## src/rtl/pdxe_pkg.sv

```systemverilog
// Shared types, character codes and escape helpers for the XML escape unit.
// No dependencies; every other file refers to this package by scoped names.
package pdxe_pkg;

  localparam int CntW = 3;  // enough for the longest expansion of one item (7 bytes)

  localparam logic [7:0] CH_PCT  = 8'h25;  // '%'
  localparam logic [7:0] CH_LT   = 8'h3C;  // '<'
  localparam logic [7:0] CH_GT   = 8'h3E;  // '>'
  localparam logic [7:0] CH_AMP  = 8'h26;  // '&'
  localparam logic [7:0] CH_NUL  = 8'h00;
  localparam logic [7:0] CH_SEMI = 8'h3B;  // ';'

  // Held-sequence state codes.
  localparam logic [1:0] HELD_NONE  = 2'd0;
  localparam logic [1:0] HELD_PCT   = 2'd1;
  localparam logic [1:0] HELD_DIGIT = 2'd2;

  typedef struct packed {
    logic [7:0] in_byte;
    logic       in_last;
  } pdxe_in_t;

  typedef struct packed {
    logic [7:0] out_byte;
    logic       run_last;
    logic       string_end;
  } pdxe_out_t;

  // Output plan of one item: literal prefix, one escaped byte, literal suffix.
  typedef struct packed {
    logic [1:0]      pre_cnt;
    logic [7:0]      pre_digit;
    logic [CntW-1:0] esc_len;
    logic [7:0]      esc_byte;
    logic [1:0]      suf_cnt;
    logic [7:0]      suf_digit;
    logic [CntW-1:0] total;
    logic            last;
  } pdxe_plan_t;

  function automatic logic is_hex(input logic [7:0] c);
    return (c >= "0" && c <= "9") || (c >= "A" && c <= "F") || (c >= "a" && c <= "f");
  endfunction

  function automatic logic [3:0] hex_val(input logic [7:0] c);
    logic [7:0] v;
    v = 8'h00;
    if (c >= "0" && c <= "9") begin
      v = c - "0";
    end else if (c >= "A" && c <= "F") begin
      v = c - "A" + 8'd10;
    end else if (c >= "a" && c <= "f") begin
      v = c - "a" + 8'd10;
    end
    return v[3:0];
  endfunction

  function automatic logic [CntW-1:0] esc_len_of(input logic [7:0] v);
    logic [CntW-1:0] n;
    unique case (v)
      CH_LT, CH_GT:    n = CntW'(4);
      CH_AMP, CH_NUL:  n = CntW'(5);
      default:         n = CntW'(1);
    endcase
    return n;
  endfunction

  // Byte j of the escaped form of v.
  function automatic logic [7:0] esc_char(input logic [7:0] v, input logic [CntW-1:0] j);
    logic [7:0] c;
    c = v;
    unique case (v)
      CH_LT: begin
        unique case (j)
          3'd0:    c = CH_AMP;
          3'd1:    c = "l";
          3'd2:    c = "t";
          default: c = CH_SEMI;
        endcase
      end
      CH_GT: begin
        unique case (j)
          3'd0:    c = CH_AMP;
          3'd1:    c = "g";
          3'd2:    c = "t";
          default: c = CH_SEMI;
        endcase
      end
      CH_AMP: begin
        unique case (j)
          3'd0:    c = CH_AMP;
          3'd1:    c = "a";
          3'd2:    c = "m";
          3'd3:    c = "p";
          default: c = CH_SEMI;
        endcase
      end
      CH_NUL: begin
        unique case (j)
          3'd0:    c = CH_AMP;
          3'd1:    c = "#";
          3'd2:    c = "0";
          3'd3:    c = "0";
          default: c = CH_SEMI;
        endcase
      end
      default: c = v;
    endcase
    return c;
  endfunction

endpackage

```

## src/rtl/pdxe_decode.sv

```systemverilog
// Percent-sequence tracker: holds the pending '%' and digit and turns each item
// into an output plan. Depends on pdxe_pkg.
module pdxe_decode (
  input  logic                clk,
  input  logic                rst_n,
  input  logic                accept,
  input  logic                decode_on,
  input  pdxe_pkg::pdxe_in_t  item,
  output pdxe_pkg::pdxe_plan_t plan
);

  logic [1:0] held_count_r, held_count_nxt;
  logic [7:0] held_digit_r, held_digit_nxt;

  logic [1:0] hc;
  logic [1:0] new_hc;
  logic [1:0] pre_cnt;
  logic [1:0] suf_cnt;
  logic       esc_en;
  logic [7:0] esc_v;
  logic [7:0] b;
  logic       b_hex;
  logic [3:0] hi;
  logic [pdxe_pkg::CntW-1:0] esc_len;
  logic [pdxe_pkg::CntW:0]   sum;

  assign b     = item.in_byte;
  assign b_hex = pdxe_pkg::is_hex(b);
  // A held digit is always a hex digit, so the zero fallback never applies.
  assign hi    = pdxe_pkg::is_hex(held_digit_r) ? pdxe_pkg::hex_val(held_digit_r) : 4'd0;
  // A count of three cannot occur and behaves like a held digit.
  assign hc    = held_count_r[1] ? pdxe_pkg::HELD_DIGIT : held_count_r;

  always_comb begin
    pre_cnt        = 2'd0;
    esc_en         = 1'b0;
    esc_v          = b;
    new_hc         = pdxe_pkg::HELD_NONE;
    held_digit_nxt = held_digit_r;
    if (!decode_on) begin
      pre_cnt = hc;
      esc_en  = 1'b1;
    end else begin
      unique case (hc)
        pdxe_pkg::HELD_NONE: begin
          if (b == pdxe_pkg::CH_PCT) new_hc = pdxe_pkg::HELD_PCT;
          else                       esc_en = 1'b1;
        end
        pdxe_pkg::HELD_PCT: begin
          if (b_hex) begin
            new_hc         = pdxe_pkg::HELD_DIGIT;
            held_digit_nxt = b;
          end else begin
            pre_cnt = 2'd1;
            if (b == pdxe_pkg::CH_PCT) new_hc = pdxe_pkg::HELD_PCT;
            else                       esc_en = 1'b1;
          end
        end
        default: begin
          if (b_hex) begin
            esc_en = 1'b1;
            esc_v  = {hi, pdxe_pkg::hex_val(b)};
          end else begin
            pre_cnt = 2'd2;
            if (b == pdxe_pkg::CH_PCT) new_hc = pdxe_pkg::HELD_PCT;
            else                       esc_en = 1'b1;
          end
        end
      endcase
    end
    // The last byte of a string flushes whatever is still held, after its own output.
    suf_cnt        = item.in_last ? new_hc : 2'd0;
    held_count_nxt = item.in_last ? pdxe_pkg::HELD_NONE : new_hc;
  end

  assign esc_len = esc_en ? pdxe_pkg::esc_len_of(esc_v) : '0;
  assign sum     = {2'b00, pre_cnt} + {1'b0, esc_len} + {2'b00, suf_cnt};

  always_comb begin
    plan.pre_cnt   = pre_cnt;
    plan.pre_digit = held_digit_r;
    plan.esc_len   = esc_len;
    plan.esc_byte  = esc_v;
    plan.suf_cnt   = suf_cnt;
    plan.suf_digit = b;
    plan.total     = sum[pdxe_pkg::CntW-1:0];
    plan.last      = item.in_last;
  end

  always_ff @(posedge clk) begin
    if (!rst_n) begin
      held_count_r <= pdxe_pkg::HELD_NONE;
    end else if (accept) begin
      held_count_r <= held_count_nxt;
    end
  end

  always_ff @(posedge clk) begin
    if (accept) begin
      held_digit_r <= held_digit_nxt;
    end
  end

endmodule

```

## src/rtl/pdxe_emit.sv

```systemverilog
// Plan register and output register: walks one item's plan a byte per cycle
// into the result register while the output is not stalled. Depends on pdxe_pkg.
module pdxe_emit (
  input  logic                 clk,
  input  logic                 rst_n,
  input  logic                 plan_load,
  input  pdxe_pkg::pdxe_plan_t plan_in,
  output logic                 item_stall,
  output logic                 out_valid,
  input  logic                 out_stall,
  output pdxe_pkg::pdxe_out_t  out_data
);

  localparam int W = pdxe_pkg::CntW;

  pdxe_pkg::pdxe_plan_t plan_r;
  logic                 plan_valid_r, plan_valid_nxt;
  logic [W-1:0]         idx_r, idx_nxt;
  logic                 out_valid_r, out_valid_nxt;
  pdxe_pkg::pdxe_out_t  out_data_r, out_data_nxt;

  logic         out_load;
  logic         is_final;
  logic         plan_done;
  logic [W-1:0] pre_w;
  logic [W-1:0] j;
  logic [W-1:0] m;
  logic [7:0]   cur_byte;

  assign out_load  = plan_valid_r && (!out_valid_r || !out_stall);
  assign is_final  = (idx_r == plan_r.total - W'(1));
  assign plan_done = out_load && is_final;
  // A new item may enter in the same cycle the current plan sends its last byte.
  assign item_stall = plan_valid_r && !plan_done;

  assign pre_w = {{(W-2){1'b0}}, plan_r.pre_cnt};
  assign j     = idx_r - pre_w;
  assign m     = j - plan_r.esc_len;

  always_comb begin
    if (idx_r < pre_w) begin
      cur_byte = (idx_r == '0) ? pdxe_pkg::CH_PCT : plan_r.pre_digit;
    end else if (j < plan_r.esc_len) begin
      cur_byte = pdxe_pkg::esc_char(plan_r.esc_byte, j);
    end else begin
      cur_byte = (m == '0) ? pdxe_pkg::CH_PCT : plan_r.suf_digit;
    end
  end

  always_comb begin
    out_data_nxt.out_byte   = cur_byte;
    out_data_nxt.run_last   = is_final;
    out_data_nxt.string_end = is_final && plan_r.last;

    plan_valid_nxt = plan_valid_r;
    if (plan_load)      plan_valid_nxt = 1'b1;
    else if (plan_done) plan_valid_nxt = 1'b0;

    idx_nxt = idx_r;
    if (plan_load)     idx_nxt = '0;
    else if (out_load) idx_nxt = idx_r + W'(1);

    out_valid_nxt = out_valid_r && out_stall;
    if (out_load) out_valid_nxt = 1'b1;
  end

  always_ff @(posedge clk) begin
    if (!rst_n) begin
      plan_valid_r <= 1'b0;
      idx_r        <= '0;
      out_valid_r  <= 1'b0;
    end else begin
      plan_valid_r <= plan_valid_nxt;
      idx_r        <= idx_nxt;
      out_valid_r  <= out_valid_nxt;
    end
  end

  always_ff @(posedge clk) begin
    if (plan_load) plan_r <= plan_in;
    if (out_load)  out_data_r <= out_data_nxt;
  end

  assign out_valid = out_valid_r;
  assign out_data  = out_data_r;

endmodule

```

## src/rtl/percent_decode_xml_escape_unit.sv

```systemverilog
// Top level of the XML escape unit with optional percent decoding.
// Depends on pdxe_pkg, pdxe_decode and pdxe_emit.
//
// Each input item yields zero to seven output bytes, one output item per byte,
// and the unit takes an item in the same cycle that the previous item's last
// byte moves into the output register, so items that map to one byte stream
// through at one per cycle while the output is not stalled. An item that
// expands (an escape such as &amp;, or literal '%' and digits released from a
// broken or unfinished sequence) keeps the input stalled until its last byte
// has moved into the output register, since the single output register takes
// one byte per cycle and holds its byte while the output is stalled. An item
// that only extends a pending '%' sequence loads no plan and yields nothing.
// Write cfg_wr_data only while the unit is idle; the percent-sequence state
// is kept across writes.
module percent_decode_xml_escape_unit (
  input  logic                clk,
  input  logic                rst_n,
  input  logic                in_valid,
  output logic                in_stall,
  input  pdxe_pkg::pdxe_in_t  in_data,
  output logic                out_valid,
  input  logic                out_stall,
  output pdxe_pkg::pdxe_out_t out_data,
  input  logic                cfg_wr_en,
  input  logic                cfg_wr_data
);

  logic                 decode_on_r;
  logic                 accept;
  pdxe_pkg::pdxe_plan_t plan;
  logic                 plan_load;

  assign accept    = in_valid && !in_stall;
  assign plan_load = accept && (plan.total != '0);

  always_ff @(posedge clk) begin
    if (!rst_n) begin
      decode_on_r <= 1'b0;
    end else if (cfg_wr_en) begin
      decode_on_r <= cfg_wr_data;
    end
  end

  pdxe_decode u_decode (
    .clk       (clk),
    .rst_n     (rst_n),
    .accept    (accept),
    .decode_on (decode_on_r),
    .item      (in_data),
    .plan      (plan)
  );

  pdxe_emit u_emit (
    .clk        (clk),
    .rst_n      (rst_n),
    .plan_load  (plan_load),
    .plan_in    (plan),
    .item_stall (in_stall),
    .out_valid  (out_valid),
    .out_stall  (out_stall),
    .out_data   (out_data)
  );

endmodule

```

## config.mk

```make
export PLATFORM = sky130hd
export DESIGN_NAME = percent_decode_xml_escape_unit
export DESIGN_NICKNAME = d
export VERILOG_FILES = /design/src/rtl/pdxe_pkg.sv /design/src/rtl/pdxe_decode.sv /design/src/rtl/pdxe_emit.sv /design/src/rtl/percent_decode_xml_escape_unit.sv
export SDC_FILE = /design/constraint.sdc
export NUM_CORES = 1
export LEC_CHECK = 0
export BUFFER_PORTS_ARGS = -buffer_cell sky130_fd_sc_hd__buf_2
export CAP_MARGIN = 20
export CORE_ASPECT_RATIO = 0.6
export CORE_MARGIN = 2
export CORE_UTILIZATION = 35
export CTS_CLUSTER_SIZE = 24
export DETAILED_ROUTE_END_ITERATION = 6
export GPL_ROUTABILITY_DRIVEN = 0
export PLACE_DENSITY_LB_ADDON = 0.3
export SKIP_LAST_GASP = 1
export SYNTH_ARGS = -nofsm -noshare
export SYNTH_HDL_FRONTEND = slang
export SYNTH_SLANG_ARGS = --single-unit
```

## constraint.sdc

```tcl
create_clock -name clk -period 10.5 [get_ports clk]
set_input_delay 1.05 -clock clk [delete_from_list [all_inputs] [get_ports clk]]
set_output_delay 1.05 -clock clk [all_outputs]
set_load 0.01 [all_outputs]
```

==> flow_summary.yaml, run 1 <==
status:
  status: "completed"
synth:
  synth_edf_count: 50
  synth_flop_cell: "edfxtp_1"
  yosysWarnings: 0
  synth_top_area_share: 0.446
  avgSynthCellArea_um2: 10.6
  syn_inst: 317
  syn_area_um2: 3360
  yosysTopAreaCell: "edfxtp_1"
  ys_ff_latch: 58
  async_flop_share: 0
  yosysSeqAreaShare: 0.494
  synth_cell_types: 59
  synth_nets: 349
  synthTopCellsByArea: "edfxtp_1 (45%), ha_1 (5.2%), dfxtp_1 (4.8%)"
cts:
  cts_sinks: 58
  htreeDepth: 3
  cts.path.max_buffers: 2
  clock_latency_ns: 0.32
  cts_resized: 0
  cts_tree: "yes"
  cts_hold_buf: 0
  cts_setup_buffers: 0
  cts_buffers: 9
  clkTransAtPathRegs_ns: 0.05
  ctsRootBufferMaster: "clkbuf_16"
layout:
  drive_gt1_frac: 0.141
  antenna_cells: 0
  final_util: 0.423
  area_delta_synth_final_pct: 16.4
  fin_nets: 381
  fill_cells: 887
grt:
  grt_max_degree: 22
  grt.overflow.total: 0
  grt_pass1_vias: 2269
  grt_pass1_wl_um: 12400
  antenna_found_initial: 0
  grt.total_usage: 0.162
drt:
  vias: 2503
  drt_iter0_drc: 290
  ant_nets: 0
  vias_per_cell: 5.17
  wl_per_cell_um: 15.8
  routed_wl_um: 7650
  dr.pass1.iters: 5
  drcViolationCount: 0
job:
  max-cap-violations: 0
worst_setup_path:
  r2r_cells: 15
  required_ns: 10.50
  reg2reg_slack_ns: 5.69
  rr_endpoint: "u_emit.plan_r[34]"
  path_delay_family: "simple AND/OR/NAND/NOR gates"
  worstSetupPathType: "in -> reg"
  cpPeakStageDelay_ns: 0.51
  cp-end-kind: "flop"
  crit_buf_inv: 3
  worstPathMaxFanout: 21
  cp.arrival_ns: 5.30
  start_kind: "input port"
  cp_slowest_cell: "and2_1"
  path_cells: "buf_2, inv_1, ha_1, nor3b_1, nor4_4, or2_2, a31o_1, and4_1, a21o_1, fa_1, fa_1, nand3_1, nor2_1, nor2_1, and2_1, buf_4"
  r2r-start: "u_decode.held_digit_r[0]"
floorplan:
  core_area_um2: 9260
  num_rows: 27
  ioPinCount: 27
  dieArea_um2: 10400
  initial_utilization: 0.363
  die_w_um: 131
  dieHeight_um: 79.9
timing:
  tns_ns: 0
  fin_ws_ns: 5.20
  fmax_mhz: 189
  min_period_over_period: 0.504
  period_needed_ns: 5.30
  rsz0062_at_grt: "no"
  holdWs_ns: 0.507
  hold_viol: 0
  report.final.slew_viol_count: 0
  setup-violations-final: 0
  worstMarginPinSlew_ns: 0.664
  relSlewSlack: 0.556
  finalClockSkew_ns: 0.00356
placement:
  post-place-ws_ns: 4.93
  dpl.hpwl_um: 5930
  port_buffers: 26
worst_hold_path:
  hold_path_class: "reg -> reg"
  hold_end: "u_emit.out_valid"
  whs_path_depth: 2
  min_from: "u_emit.plan_valid_r"
pwr:
  leakage_nw: 1.44
  power_density_nw_per_um2: 159
  peakVddDrop_v: 0.0000818
[flip-flops by register name, summed over array words and instances (netlist names)]
name,flops
u_emit.plan_r,32
u_emit.out_data,10
u_decode.held_digit_r,8
u_emit.idx_r,3
u_decode.held_count_r,2
decode_on_r,1
u_emit.out_valid,1
u_emit.plan_valid_r,1
[how the worst max path moves through the flow]
| stage | startpoint | endpoint | slack, ns | cells after the start |
|---|---|---|---|---|
| 5_1_grt | in_data[2] | u_emit.plan_r[17] | 4.82 | 16 |
| 2_1_floorplan | in_data[2] | u_emit.plan_r[0] | 5.43 | 14 |
| 3_5_place_dp | in_data[2] | u_emit.plan_r[21] | 4.93 | 16 |
| 3_3_place_gp | in_data[2] | u_emit.plan_r[33] | 5.01 | 16 |
| 6_report | in_data[2] | u_emit.plan_r[34] | 5.20 | 16 |
| 4_1_cts | in_data[2] | u_emit.plan_r[17] | 5.25 | 16 |
[routing by layer]
layer	GRT usage	wire length, um	part of all wire	vias to the layer above
met4	0.0330	34	0.0044	0
met5	0	0	0	-
met3	0.0643	632	0.083	5
met2	0.193	2790	0.36	91
li1	-	-	-	1242
met1	0.261	4190	0.55	1165
[metrics by stage]
step	total power, mW	cell area [um^2]	instances
after floorplan	0.327	3360	317
after global placement	0.353	3640	468
after detailed placement	0.353	3640	468
after CTS	0.627	3920	484
after global routing	0.653	3920	484
final	0.622	3920	484
[worst min-delay path: cells and delay by family (launching register included)]
kind,cells,cell delay [ns]
flops,1,0.33
simple gates,1,0.09
compound gates,1,0.05
[power by group]
| part | switching [mW] | leakage (nW) | internal [mW] | total, mW |
|---|---|---|---|---|
| combinational | 0.0477 | 0.767 | 0.0290 | 0.0767 |
| clock | 0.0914 | 0.136 | 0.181 | 0.273 |
| sequential | 0.00691 | 0.536 | 0.266 | 0.273 |
| total | 0.146 | 1.44 | 0.476 | 0.622 |
[final cells by class]
| class | count | area, um^2 | area share |
|---|---|---|---|
| well taps | 130 | 163 | 0.0415 |
| flip-flops and latches | 58 | 1660 | 0.424 |
| repair buffers | 28 | 145 | 0.0370 |
| clock inverters | 4 | 42.5 | 0.0109 |
| inverters | 19 | 71.3 | 0.0182 |
| multi-input cells | 233 | 1600 | 0.408 |
| clock buffers | 12 | 236 | 0.0604 |
[layout by cell type, fill, tap and decap left out, drive strengths merged, types with 3 or more instances in the layout]
cell	count
a211oi	6
a21o	4
a21oi	24
a31oi	3
a32oi	3
and2	7
buf	28
clkbuf	12
clkinv	3
dfxtp	8
edfxtp	50
fa	3
ha	14
inv	19
mux2	3
nand2	23
nand2b	7
nand3	10
nand3b	6
nand4	3
nor2	16
nor2b	10
nor3	7
nor3b	3
nor4	4
o21ai	32
o21bai	4
or2	3
xnor2	11
[logic make-up after synthesis]
family | count (synthesis) | share of synthesized area
mux | 4 | 0.0141
xor+xnor | 12 | 0.0335
compound gates | 90 | 0.169
flops | 58 | 0.494
buf+inv | 26 | 0.0312
fa+ha+maj | 17 | 0.0699
simple gates | 110 | 0.188
[Yosys cell counts (2+ instances only)]
library cell,n
o21bai_1,3
a211oi_1,5
dfxtp_1,8
nor4_1,3
inv_1,18
nor2b_1,10
nand2_1,23
a21oi_1,24
nor3b_1,3
o21ai_1,15
o21ai_0,17
edfxtp_1,50
fa_1,3
nand2b_1,7
a32oi_1,3
a31oi_1,3
a21o_1,4
nand4_1,3
clkbuf_1,6
and2_1,6
ha_1,14
nand4bb_1,2
nor2_1,16
o21a_1,2
o211ai_1,2
o22ai_1,2
xnor2_1,10
or2_1,2
mux2_2,2
nor3_1,7
nand3_1,10
nand3b_1,6
a211o_1,2
Note: power is estimated with default switching activity, not from simulation.
==> inputs of run 2 (changes only) <==
- clock period: 10.5 -> 5.1 ns (I/O delays scaled with it)
==> run 2 against run 1 <==
Largest power group unchanged; clock-buffer cell count rose by 2; clock power rose by 100%; first-iteration DRC count fell by 15%; register-to-register slack got worse by 5.1 ns; worst setup slack got worse by 4.7 ns; non-clock buffer count did not move; critical endpoint is now u_emit.plan_r[29]; sequential cell count did not move.
==> flow_summary.yaml, run 2 (same netlist as run 1, synthesis figures left out) <==
status:
  status: "completed"
pwr:
  power_switching_uw: 306
  p_int_uw: 976
  leakage_nw: 1.45
  p_seq_frac: 0.439
  power_frac_comb: 0.126
  p_sw_frac: 0.239
  total_power_mw: 1.28
  p_clk_frac: 0.435
  peakVddDrop_v: 0.000175
  power_density_nw_per_um2: 326
worst_setup_path:
  worstPathMaxFanout: 27
  worstSetupPathType: "reg -> reg"
  rr_endpoint: "u_emit.plan_r[29]"
  cp.arrival_ns: 4.58
  cp_slowest_cell: "edfxtp_1"
  crit_buf_inv: 2
  r2r-start: "u_decode.held_digit_r[0]"
  reg2reg_slack_ns: 0.54
  cp-end-kind: "flop"
  cpPeakStageDelay_ns: 0.52
  start_kind: "flop"
  r2r_cells: 15
  required_ns: 5.12
  path_delay_family: "adder cells"
  path_cells: "inv_1, ha_1, o21bai_1, a21oi_1, mux2_2, a31o_1, and4_1, a21o_1, fa_1, fa_1, nand3_1, nor2_1, nor2_1, and2_1, buf_12"
floorplan:
  core_area_um2: 9260
  dieArea_um2: 10400
  dieHeight_um: 79.9
  die_w_um: 131
  ioPinCount: 27
  num_rows: 27
  initial_utilization: 0.363
layout:
  fill_cells: 912
  antenna_cells: 0
  largest_reg_flops: 32
  fin_nets: 381
  drive_gt1_frac: 0.150
  layout_common_cells: "edfxtp_1 (50), buf_2 (26), a21oi_1 (24), nand2_1 (23), inv_1 (18)"
  layout_commonest_cell: "edfxtp_1"
  largest_register: "u_emit.plan_r"
  sequential_cell_area_um2: 1660
  fin_cells: 484
  area_delta_synth_final_pct: 17.0
  multi_input_area_um2: 1600
placement:
  dpl.hpwl_um: 6070
  port_buffers: 26
  place_inst: 468
grt:
  grt_pass1_vias: 2234
  grt_pass1_wl_um: 12600
  grt_max_degree: 28
  grt.overflow.total: 0
  grt.total_usage: 0.164
  antenna_found_initial: 0
timing:
  holdWs_ns: 0.445
  finalClockSkew_ns: 0.00610
  period_needed_ns: 4.56
  hold_viol: 0
  report.final.slew_viol_count: 0
  worstMarginPinSlew_ns: 0.710
  min_period_over_period: 0.894
  tns_ns: 0
  fmax_mhz: 219
  rsz0062_at_grt: "no"
  setup-violations-final: 0
  relSlewSlack: 0.527
worst_hold_path:
  hold_end: "decode_on_r"
  min_from: "cfg_wr_data"
  hold_path_class: "in -> reg"
  whs_path_depth: 3
drt:
  drcViolationCount: 0
  wl_per_cell_um: 16.3
  vias: 2470
  dr.pass1.iters: 4
  ant_nets: 0
  routed_wl_um: 7880
  vias_per_cell: 5.10
  drt_iter0_drc: 247
cts:
  ctsRootBufferMaster: "clkbuf_16"
  cts_sinks: 58
  cts_tree: "yes"
  cts_buffers: 9
  clock_latency_ns: 0.32
  cts_resized: 0
  cts.path.max_buffers: 2
  cts_setup_buffers: 0
  clkTransAtPathRegs_ns: 0.05
  cts_hold_buf: 0
  htreeDepth: 3
job:
  max-cap-violations: 0
-- run 2: cell count changes in the layout (fill, tap and decap cells not counted), sizes merged --
cell | previous run | this run
clkbuf | 12 | 14
clkinv | 3 | 2
bufinv | 1 | 0
-- run 2: worst max path at each step --
stage | startpoint | end | slack (ns) | depth (start not counted)
final | u_decode.held_digit_r[0] | u_emit.plan_r[29] | 0.54 | 15
after global routing | u_decode.held_digit_r[1] | u_emit.plan_r[15] | 0.21 | 15
after CTS | u_decode.held_digit_r[1] | u_emit.plan_r[29] | 0.56 | 15
after detailed placement | in_data[1] | u_emit.plan_r[32] | 0.33 | 16
after global placement | in_data[1] | u_emit.plan_r[9] | 0.47 | 16
after floorplan | in_data[2] | u_emit.plan_r[0] | 0.57 | 14
-- run 2: area by class of cell --
cell class,count,area share
Sequential cell,58,0.422
Multi-Input combinational cell,233,0.406
Clock buffer,14,0.0696
Tap cell,130,0.0413
Timing Repair Buffer,28,0.0401
Inverter,19,0.0181
Clock inverter,2,0.00254
-- run 2: power by group through the flow --
stage / Clock, mW / Sequential (mW) / Combinational [mW]
final: 0.558 / 0.562 / 0.162
after global placement: 0 / 0.571 / 0.158
after floorplan: 0 / 0.570 / 0.104
after CTS: 0.567 / 0.562 / 0.161
after global routing: 0.588 / 0.564 / 0.182
after detailed placement: 0 / 0.571 / 0.160
-- run 2: worst register-to-register path: cells and delay by family (launching register included) --
kind                       cells  cell delay [ns]
buffers and inverters          2             0.41
muxes                          1             0.41
DFF                            1             0.52
and+or+nand+nor                5             0.96
adders and majority gates      3             1.12
AOI/OAI and AO/OA              4             0.82
-- run 2: metrics by stage --
stage                     cell area (um^2)  utilization  worst slack (ns)
after floorplan                       3360            -             0.569
after global placement                3650        0.394             0.467
after detailed placement              3650        0.394             0.326
after CTS                             3940        0.425             0.564
after global routing                  3940        0.425             0.212
final                                 3940        0.425             0.542
-- run 2: layer usage --
| layer | share of wire | up-vias | wire, um | track usage |
|---|---|---|---|---|
| met1 | 0.57 | 1156 | 4470 | 0.271 |
| met4 | 0.0032 | 0 | 25 | 0.0479 |
| met3 | 0.059 | 2 | 467 | 0.0436 |
| li1 | - | 1246 | - | - |
| met2 | 0.37 | 66 | 2920 | 0.200 |
| met5 | 0 | - | 0 | 0 |
